==> config.mk <==
export PLATFORM = sky130hd
export DESIGN_NAME = tmrc_cmp
export DESIGN_NICKNAME = d
export VERILOG_FILES = /design/src/design/tmrc_cmp.sv
export SDC_FILE = /design/constraint.sdc
export NUM_CORES = 1
export LEC_CHECK = 0
export ABC_AREA = 1
export BUFFER_PORTS_ARGS = -buffer_cell sky130_fd_sc_hd__buf_2
export CORE_MARGIN = 2
export CORE_UTILIZATION = 55
export DETAILED_ROUTE_END_ITERATION = 8
export GPL_TIMING_DRIVEN = 1
export PLACE_DENSITY_LB_ADDON = 0.15
export SLEW_MARGIN = 25
export SYNTH_ARGS = -nofsm -noshare
export SYNTH_HDL_FRONTEND = slang
export SYNTH_SLANG_ARGS = --single-unit
==> constraint.sdc <==
create_clock -name vclk -period 7.5
set_input_delay 0.375 -clock vclk [all_inputs]
set_output_delay 0.375 -clock vclk [all_outputs]
set_load 0.01 [all_outputs]
==> src/design/tmrc_cmp.sv <==
module tmrc_cmp #(
  parameter int DEVIATION_LIMIT = 17,
  parameter int W               = 36,
  parameter int DW              = 6
) (
  input  logic [W-1:0]         old_tape,
  input  logic [W-1:0]         new_tape,
  input  logic signed [DW-1:0] old_dev,
  input  logic signed [DW-1:0] new_dev,
  input  logic signed [DW-1:0] span_lo,
  input  logic signed [DW-1:0] span_hi,
  output logic                 match
);

  localparam int PW    = DW + 2;
  localparam int START = DEVIATION_LIMIT + 1;

  logic signed [DW:0]   delta;
  logic [DW:0]          amt;
  logic signed [PW-1:0] lo_pos;
  logic signed [PW-1:0] hi_pos;
  logic [W-1:0]         shifted;
  logic [W-1:0]         mask;

  // Align the new tape with the old one and pick the window between the barriers.
  always_comb begin
    delta = (DW+1)'(new_dev) - (DW+1)'(old_dev);
    if (delta > 0) begin
      amt     = delta;
      shifted = new_tape >> amt;
      lo_pos  = PW'(START) + PW'(span_lo);
      hi_pos  = PW'(START + DEVIATION_LIMIT) - PW'(delta);
    end else if (delta < 0) begin
      amt     = -delta;
      shifted = new_tape << amt;
      lo_pos  = PW'(START - DEVIATION_LIMIT) - PW'(delta);
      hi_pos  = PW'(START) + PW'(span_hi);
    end else begin
      amt     = '0;
      shifted = new_tape;
      lo_pos  = PW'(START) + PW'(span_lo);
      hi_pos  = PW'(START) + PW'(span_hi);
    end
  end

  // Mask each bit position independently.
  always_comb begin
    for (int i = 0; i < W; i++) begin
      mask[i] = (PW'(i) >= lo_pos) && (PW'(i) <= hi_pos);
    end
  end

  // An empty window never matches.
  assign match = (lo_pos <= hi_pos) && (((old_tape ^ shifted) & mask) == '0);

endmodule

==> flow_metrics.py <==
metrics = {
    "sta": {
        "fin_crit_sh_pct": 74.71,
        "fin_tns_setup_ns": 0,
        "fmax_mhz": 178.5,
        "slew_viol_final": 0,
        "period_minus_slack_ns": 5.604,
        "holdWs_ns": 1.375,
        "rsz0062_at_grt": "false",
        "hold_viol": 0,
        "slew_headroom_pct": 24.02,
        "setup-violations-final": 0,
        "max_slew.worst_pin.slew_ns": 1.137,
    },
    "die": {
        "core_area_sq_um": 13190,
        "boundaryPins": 97,
        "die_h_um": 120.0,
        "rows": 42,
        "floorplan.initialDensity_pct": 56.10,
        "die-area_sq_um": 14400,
        "die_w_um": 120.0,
    },
    "detailed_routing": {
        "wl_met3_um": 5641,
        "route.met2.wl_um": 13090,
        "num_vias": 11205,
        "via_per_inst": 6.130,
        "ant_nets": 0,
        "routed_wirelength_um": 33490,
        "top_layer_used": "met4",
        "drcViolationCount": 29,
        "dr.pass1.iters": 9,
        "wl_per_cell_um": 18.32,
        "drt-met1-wl_um": 13120,
        "drtIter0Drc": 1964,
    },
    "min_path": {
        "hold_path_class": "input port to primary output",
        "min_from": "old_tape[18]",
        "worstHoldPathCells": 7,
        "worstHoldEndpoint": "match",
    },
    "power": {
        "p_leak_nw": 4.325,
        "max-vdd-ir-drop_v": 0.0001539,
        "p_per_area_nw_per_um2": 198.9,
    },
    "run_status": {
        "violations": "design-rule violations",
        "status": "complete, but fails checks",
    },
    "yosys": {
        "synth_most_common_cell": "nand2_1",
        "synthDistinctLibCells": 41,
        "synth_area_sq_um": 7400,
        "yosysSeqAreaShare_pct": 0,
        "yosys-top-cells-area": "nand2_1, nand3_1, o21ai_0, nor2_1, inv_1",
        "yosysTopAreaCell": "nand2_1",
        "synth.yosys.warnings": 0,
        "synth.avg_cell_area_sq_um": 4.542,
        "synth_top_area_share_pct": 36.02,
        "synth_cells": 1629,
        "synth_common_cells": "nand2_1, nand3_1, o21ai_0",
        "synth_nets": 1742,
    },
    "place": {
        "dpl.cell_count": 1828,
        "place_congestion": 1.163,
        "port_buffers": 97,
        "hpwlAfterDp_um": 26990,
    },
    "global_routing": {
        "grt_pass1_vias": 9528,
        "grt.total_usage_pct": 45.44,
        "grt_pass1_wl_um": 51520,
        "grt_remaining_overflow": 0,
        "grt_max_degree": 82,
        "antenna_found_initial": 0,
    },
    "finish": {
        "n_antenna_cell": 0,
        "areaGrowthSynthToFinish_pct": 4.971,
        "drive_above_1_share_pct": 9.685,
        "seqCellArea_sq_um": 0,
        "clockBufferCount": 0,
        "n_fill_cell": 1472,
        "seq_cell_count": 0,
        "finalNonFillerCells": 1828,
        "nets": 1767,
    },
    "clocking": {
        "hold_buffers": 0,
        "ctsResizeCount": 0,
        "postCtsSetupRepairBufs": 0,
    },
    "setup_path": {
        "critPathLaunchType": "input port",
        "cp.arrival_ns": 5.23,
        "startpoint": "new_dev[0]",
        "end_kind": "primary output",
        "crit_fanout": 49,
        "path_class": "input port to primary output",
        "crit_required_ns": 7.12,
    },
    "job": {
        "maxCapViolCount": 0,
    },
}
[worst max path at each step]
stage | end | slack (ns) | cells past startpoint
floorplan | match | 3.42 | 25
global placement | match | 2.09 | 27
detailed placement | match | 2.08 | 27
CTS | match | 2.07 | 27
global route | match | 1.56 | 29
finish | match | 1.90 | 27
[area by class of cell]
class / count / area, sq um / area share, %
multi-input combinational: 1429 / 6544 / 84.25
timing repair buffer: 109 / 575.6 / 7.410
inverter: 114 / 427.9 / 5.509
tap: 176 / 220.2 / 2.835
[metal layers]
metal  vias up  global-route usage [%]
li1       5323                       -
met1      4834                   63.67
met2       893                   66.05
met3       155                   13.55
met4         0                   14.49
met5         -                       0
[placed cells by master (no fill, tap or decap), drive strengths merged]
cell and n:
and2 4, a21oi 45, nand4 7, o2111ai 1
o21bai 1, inv 114, mux2i 1, o22ai 1
a21boi 1, or2 5, nand3 211, nand3b 26
a31oi 3, nand2 729, xnor2 1, ha 16
a41oi 1, nor2 156, o21ai 186, nor3 2
fa 1, xor2 9, o211ai 21, o21a 1
buf 109
[power breakdown]
group | total [W] | internal [W] | switching, W
sequential | 0 | 0 | 0
combinational | 0.00154 | 0.000429 | 0.00112
clock | 0 | 0 | 0
total | 0.00154 | 0.000429 | 0.00112
[kinds of logic (layout without fill, tap and decap cells)]
kind of cell               Yosys count  after routing  share of synthesized area (%)
xor gates and xnor gates            10             10                          1.387
adders and majority gates           17             17                          2.976
AOI/OAI and AO/OA                  261            261                          18.94
muxes                                1              1                         0.1353
and+or+nand+nor                   1140           1140                          64.74
buffers and inverters              200            223                          11.82
[critical path, stage by stage]
cell and delay [ns]:
buf_2 0.10, inv_1 0.04, ha_2 0.14, inv_1 0.06, fa_1 0.47, or2_1 0.29
nand2_1 0.08, buf_4 0.39, ha_1 0.27, nand2_1 0.19, nor2_1 0.18, nand2_2 0.06
buf_4 0.29, nand2_4 0.24, nand2_1 0.13, nand2_1 0.44, inv_2 0.19, ha_1 0.36
nor2_1 0.06, a21oi_1 0.17, nand3_1 0.11, nor2_1 0.09, nand2_1 0.05, nor2_1 0.09
nand2_1 0.06, nor2_1 0.13, buf_2 0.15
[metrics by stage]
step	cell area, sq um	setup WS (ns)	utilization, %	power, W
after floorplan	7400	3.415	-	0.001083
after global placement	7751	2.087	58.76	0.001457
after detailed placement	7754	2.080	58.78	0.001456
after CTS	7754	2.065	58.78	0.001461
after global routing	7767	1.560	58.89	0.001681
final	7767	1.896	58.89	0.001545
No activity file was read; power rests on OpenSTA's default activity.
