`config.mk`:
```
export PLATFORM = sky130hd
export DESIGN_NAME = tmrc_snap_mem
export DESIGN_NICKNAME = d
export VERILOG_FILES = /design/src/design/tmrc_snap_mem.sv
export SDC_FILE = /design/constraint.sdc
export NUM_CORES = 2
export LEC_CHECK = 0
export BUFFER_PORTS_ARGS = -buffer_cell sky130_fd_sc_hd__buf_4
export CORE_ASPECT_RATIO = 0.5
export CORE_UTILIZATION = 45
export CTS_BUF_LIST = sky130_fd_sc_hd__clkbuf_16
export DETAILED_ROUTE_END_ITERATION = 12
export PLACE_DENSITY = 0.68
export SLEW_MARGIN = 20
export SYNTH_ARGS = -nofsm -noshare
export SYNTH_HDL_FRONTEND = slang
export SYNTH_SLANG_ARGS = --single-unit
export TNS_END_PERCENT = 30
```
`constraint.sdc`:
```
create_clock -name clk -period 8.9 [get_ports clk]
set_input_delay 0.89 -clock clk [delete_from_list [all_inputs] [get_ports clk]]
set_output_delay 0.89 -clock clk [all_outputs]
set_load 0.03 [all_outputs]
```
`src/design/tmrc_snap_mem.sv`:
```
module tmrc_snap_mem #(
  parameter int DEPTH  = 51,
  parameter int DATA_W = 45
) (
  input  logic                     clk,
  input  logic                     wr_en,
  input  logic [$clog2(DEPTH)-1:0] wr_addr,
  input  logic [DATA_W-1:0]        wr_data,
  input  logic [$clog2(DEPTH)-1:0] rd_addr,
  output logic [DATA_W-1:0]        rd_data_r
);

  logic [DATA_W-1:0] mem_r [DEPTH];

  // One write port and one registered read port.
  always_ff @(posedge clk) begin
    if (wr_en) begin
      mem_r[wr_addr] <= wr_data;
    end
    rd_data_r <= mem_r[rd_addr];
  end

endmodule

```
==> metrics.txt <==
# TYPE chip_impl_metric gauge
chip_impl_info{name="run_status",value="finished, final reports clean"} 1
chip_impl_metric{name="synth_top_area_share",unit="%"} 77.9
chip_impl_metric{name="share_of_synthesized_flip_flops_with_an_asynchronous_set_or_reset",unit="%"} 0
chip_impl_metric{name="chipHeight",unit="um"} 316
chip_impl_metric{name="worstRegToRegCells",unit=""} 5
chip_impl_metric{name="ir_worst_vdd",unit="mV"} 0.260
chip_impl_metric{name="drv_cap",unit=""} 0
chip_impl_metric{name="grt_start_max_net_pins",unit=""} 112
chip_impl_metric{name="net-switching-power",unit="uW"} 4600
chip_impl_metric{name="post_cts.resized_instances",unit=""} 0
chip_impl_metric{name="yosys_register_bits",unit=""} 2340
chip_impl_info{name="min_to",value="mem_r[18][5]"} 1
chip_impl_info{name="tritoncts",value="done"} 1
chip_impl_info{name="synth_ff_type",value="edfxtp_1"} 1
chip_impl_info{name="critPathKind",value="in2reg"} 1
chip_impl_metric{name="totalNegativeSetupSlack",unit="ns"} 0
chip_impl_metric{name="rows",unit=""} 114
chip_impl_metric{name="groute.layer.met3.usage",unit="%"} 5.15
chip_impl_info{name="gr-max-usage-layer",value="met2"} 1
chip_impl_metric{name="post-cts-setup-buffers",unit=""} 0
chip_impl_metric{name="grt_antenna_before_repair",unit=""} 15
chip_impl_metric{name="postLayoutCellArea",unit="um^2"} 99100
chip_impl_metric{name="via_count",unit=""} 43900
chip_impl_info{name="cts_root_buffer",value="clkbuf_16"} 1
chip_impl_metric{name="syn-num-nets",unit=""} 4066
chip_impl_metric{name="routed_wl",unit="mm"} 234
chip_impl_metric{name="detail_route.iter0.violations",unit=""} 6923
chip_impl_metric{name="h-tree-depth",unit=""} 4
chip_impl_metric{name="antenna_left",unit=""} 0
chip_impl_metric{name="power_leakage",unit="uW"} 0.0313
chip_impl_info{name="synth_top_area_cell",value="edfxtp_1"} 1
chip_impl_metric{name="seqCellArea",unit="um^2"} 69800
chip_impl_info{name="synth_most_common_cell",value="edfxtp_1"} 1
chip_impl_metric{name="reg2reg_setup_slack",unit="ns"} 6.64
chip_impl_metric{name="synth_warnings",unit=""} 0
chip_impl_metric{name="finalNetCount",unit=""} 4249
chip_impl_info{name="hold_class",value="in2reg"} 1
chip_impl_metric{name="io-pin-count",unit=""} 104
chip_impl_metric{name="globalRouteMet1Util",unit="%"} 32.3
chip_impl_metric{name="avgViaCountPerCell",unit=""} 6.30
chip_impl_metric{name="total_area_of_multi_input_combinational_cells",unit="um^2"} 17900
chip_impl_metric{name="hold_fix_buffers_at_cts",unit=""} 0
chip_impl_metric{name="clock_tree.buffer_depth",unit=""} 3
chip_impl_info{name="worstReg2RegEnd",value="rd_data_r[5]"} 1
chip_impl_metric{name="grt_overflow",unit=""} 0
chip_impl_info{name="min_from",value="wr_addr[2]"} 1
chip_impl_metric{name="cts.clk_slew.worst_paths",unit="ns"} 0.07
chip_impl_metric{name="worst-endpoint-required",unit="ns"} 9.56
chip_impl_info{name="post_synth_main_area_contributors",value="edfxtp_1 78%, mux4_2 12%, mux2i_1 2.8%"} 1
chip_impl_metric{name="syn_inst",unit=""} 4007
chip_impl_metric{name="placed_area",unit="um^2"} 92800
chip_impl_metric{name="syn-mean-instance-area",unit="um^2"} 22.1
chip_impl_metric{name="share_of_layout_cells_above_drive_strength_1",unit="%"} 23.2
chip_impl_metric{name="seqPwrFrac",unit="%"} 56.1
chip_impl_metric{name="grt_first_pass_wirelength",unit="mm"} 327
chip_impl_metric{name="worstPathArrival",unit="ns"} 4.18
chip_impl_metric{name="setup-violations-final",unit=""} 0
chip_impl_metric{name="number_of_iterations_in_the_first_detailed_routing_pass",unit=""} 7
chip_impl_info{name="rsz0062_at_grt",value="false"} 1
chip_impl_metric{name="comb_power_share",unit="%"} 5.0
chip_impl_metric{name="sequential_share_of_the_synthesized_area",unit="%"} 78.9
chip_impl_metric{name="overall_die_area",unit="um^2"} 199000
chip_impl_info{name="netlist_top_cells_count",value="2295 x edfxtp_1, 474 x mux4_2, 246 x mux2i_1, 123 x nor2_1, 98 x clkbuf_1"} 1
chip_impl_metric{name="max_freq",unit="MHz"} 284
chip_impl_metric{name="worst_pin_slew",unit="ns"} 1.24
chip_impl_metric{name="finalWeightedCongestion",unit=""} 0.797
chip_impl_metric{name="min_clock_period_post_route",unit="ns"} 3.52
chip_impl_info{name="critPathSlowestCell",value="a2111oi_1"} 1
chip_impl_info{name="worst_r2r_startpoint",value="mem_r[44][5]"} 1
chip_impl_metric{name="maxSlewHeadroom",unit="%"} 17.4
chip_impl_info{name="worstSetupEndpointType",value="register"} 1
chip_impl_metric{name="cts_made_buffers",unit=""} 203
chip_impl_metric{name="ys_types",unit=""} 45
chip_impl_metric{name="area_growth",unit="%"} 12.0
chip_impl_metric{name="fin_worst_skew",unit="ns"} 0.0232
chip_impl_metric{name="pwr_density_cell",unit="nW/um^2"} 220
chip_impl_metric{name="hold_path_cells",unit=""} 2
chip_impl_info{name="worst_setup_path_startpoint",value="rd_addr[0]"} 1
chip_impl_metric{name="final.period_utilization",unit="%"} 39.5
chip_impl_metric{name="switching_share",unit="%"} 21.1
chip_impl_metric{name="portBuffers",unit=""} 103
chip_impl_metric{name="timing.critical_path.fanout_max",unit=""} 95
chip_impl_metric{name="grt_use_met2",unit="%"} 37.8
chip_impl_metric{name="worst_path_largest_cell_delay",unit="ns"} 0.93
chip_impl_metric{name="netlist_area",unit="um^2"} 88500
chip_impl_metric{name="count_of_flip_flops_with_a_built_in_enable_after_synthesis",unit=""} 2295
chip_impl_metric{name="fillerInstances",unit=""} 14800
chip_impl_metric{name="fp.dieW",unit="um"} 629
chip_impl_metric{name="worst_skew_pair.late_latency",unit="ns"} 0.83
chip_impl_info{name="critical_path.cell_chain",value="buf_8 > buf_12 > mux4_2 > mux2i_1 > nor2_1 > a2111oi_1 > a211oi_1"} 1
chip_impl_metric{name="initial_core_util",unit="%"} 45.6
chip_impl_metric{name="cts.sink_count",unit=""} 2340
chip_impl_metric{name="core",unit="um^2"} 194000
chip_impl_metric{name="grtUsageTotal",unit="%"} 23.4
chip_impl_metric{name="slew_violations",unit=""} 0
chip_impl_metric{name="routedWlPerCell",unit="um"} 33.5
chip_impl_metric{name="detail_route.drc_violations",unit=""} 0
chip_impl_metric{name="cellInternalPower",unit="uW"} 17200
chip_impl_metric{name="hold_slack",unit="ns"} 0.501
chip_impl_info{name="type_of_element_launching_the_critical_path",value="primary input"} 1
chip_impl_metric{name="pwr-share-clk",unit="%"} 38.9
chip_impl_metric{name="report.final.hold_viol_count",unit=""} 0
chip_impl_metric{name="vias_in_the_first_global_route",unit=""} 43600
chip_impl_metric{name="dp_hpwl",unit="mm"} 116
[logic make-up after synthesis]
family | share of synthesized area, %
AO/OA/AOI/OAI | 3.62
flip-flops | 78.9
buffers and inverters | 1.35
AND/OR/NAND/NOR | 1.17
multiplexers | 15.0
[worst max-delay path: cells and delay by family]
| family | cells | cell delay [ns] |
|---|---|---|
| muxes | 2 | 0.76 |
| and+or+nand+nor | 1 | 0.07 |
| buffers and inverters | 2 | 1.16 |
| AOI/OAI and AO/OA | 2 | 1.03 |
[registers in the layout, indices dropped and copies added (netlist names)]
register and count:
mem_r 2295, rd_data_r 45
[cells in the final DEF, fill, tap and decap left out, types with 54 or more instances in the layout]
cell,netlist,layout
nand2_1,76,75
edfxtp_1,2295,2295
mux2i_1,246,246
nor2_1,123,74
a21oi_1,62,62
clkbuf_16,0,207
clkinv_1,0,54
buf_4,43,182
inv_1,4,66
a22oi_1,90,90
mux4_2,474,474
[worst max-delay path by stage]
| stage | endpoint | slack [ns] | depth (start not counted) |
|---|---|---|---|
| 2_1_floorplan | mem_r[32][0] | 3.97 | 4 |
| 3_3_place_gp | rd_data_r[5] | 4.45 | 7 |
| 3_5_place_dp | rd_data_r[5] | 4.49 | 7 |
| 4_1_cts | rd_data_r[5] | 5.38 | 7 |
| 5_1_grt | rd_data_r[44] | 5.20 | 8 |
| 6_report | rd_data_r[5] | 5.38 | 7 |
[area by class of cell]
cell class	count	share of cell area, %
diodes	8	0.0202
clock buffers	207	5.23
clock inverters	168	1.13
inverters	5	0.0215
multi-input cells	1434	18.1
flip-flops and latches	2340	70.4
well taps	2610	3.29
repair buffers	206	1.81
[per-stage QoR]
stage	total power, uW	util [%]	std cells	worst slack [ns]
global route	22300	51.0	6975	5.20
floorplan	13100	-	4007	3.97
global placement	13500	47.7	6588	4.45
CTS	21900	51.0	6969	5.38
finish	21800	51.0	6978	5.38
detailed placement	13600	47.8	6594	4.49
[metal layers]
layer  part of all wire (%)  up-vias  wire length [um]
li1                       -    17300                 -
met1                     38    23400             88200
met2                     48     2805            112000
met3                     12      372             27200
met4                    2.6        4              6100
met5                 0.0090        -                21
[power groups by stage]
stage / Sequential, uW / Clock [uW] / Combinational, uW
final: 12200 / 8470 / 1090
after global routing: 12200 / 8940 / 1150
after CTS: 12200 / 8530 / 1090
after detailed placement: 12500 / 0 / 1090
after global placement: 12500 / 0 / 1060
after floorplan: 12500 / 0 / 584
Power figures use the tool's default switching activity.
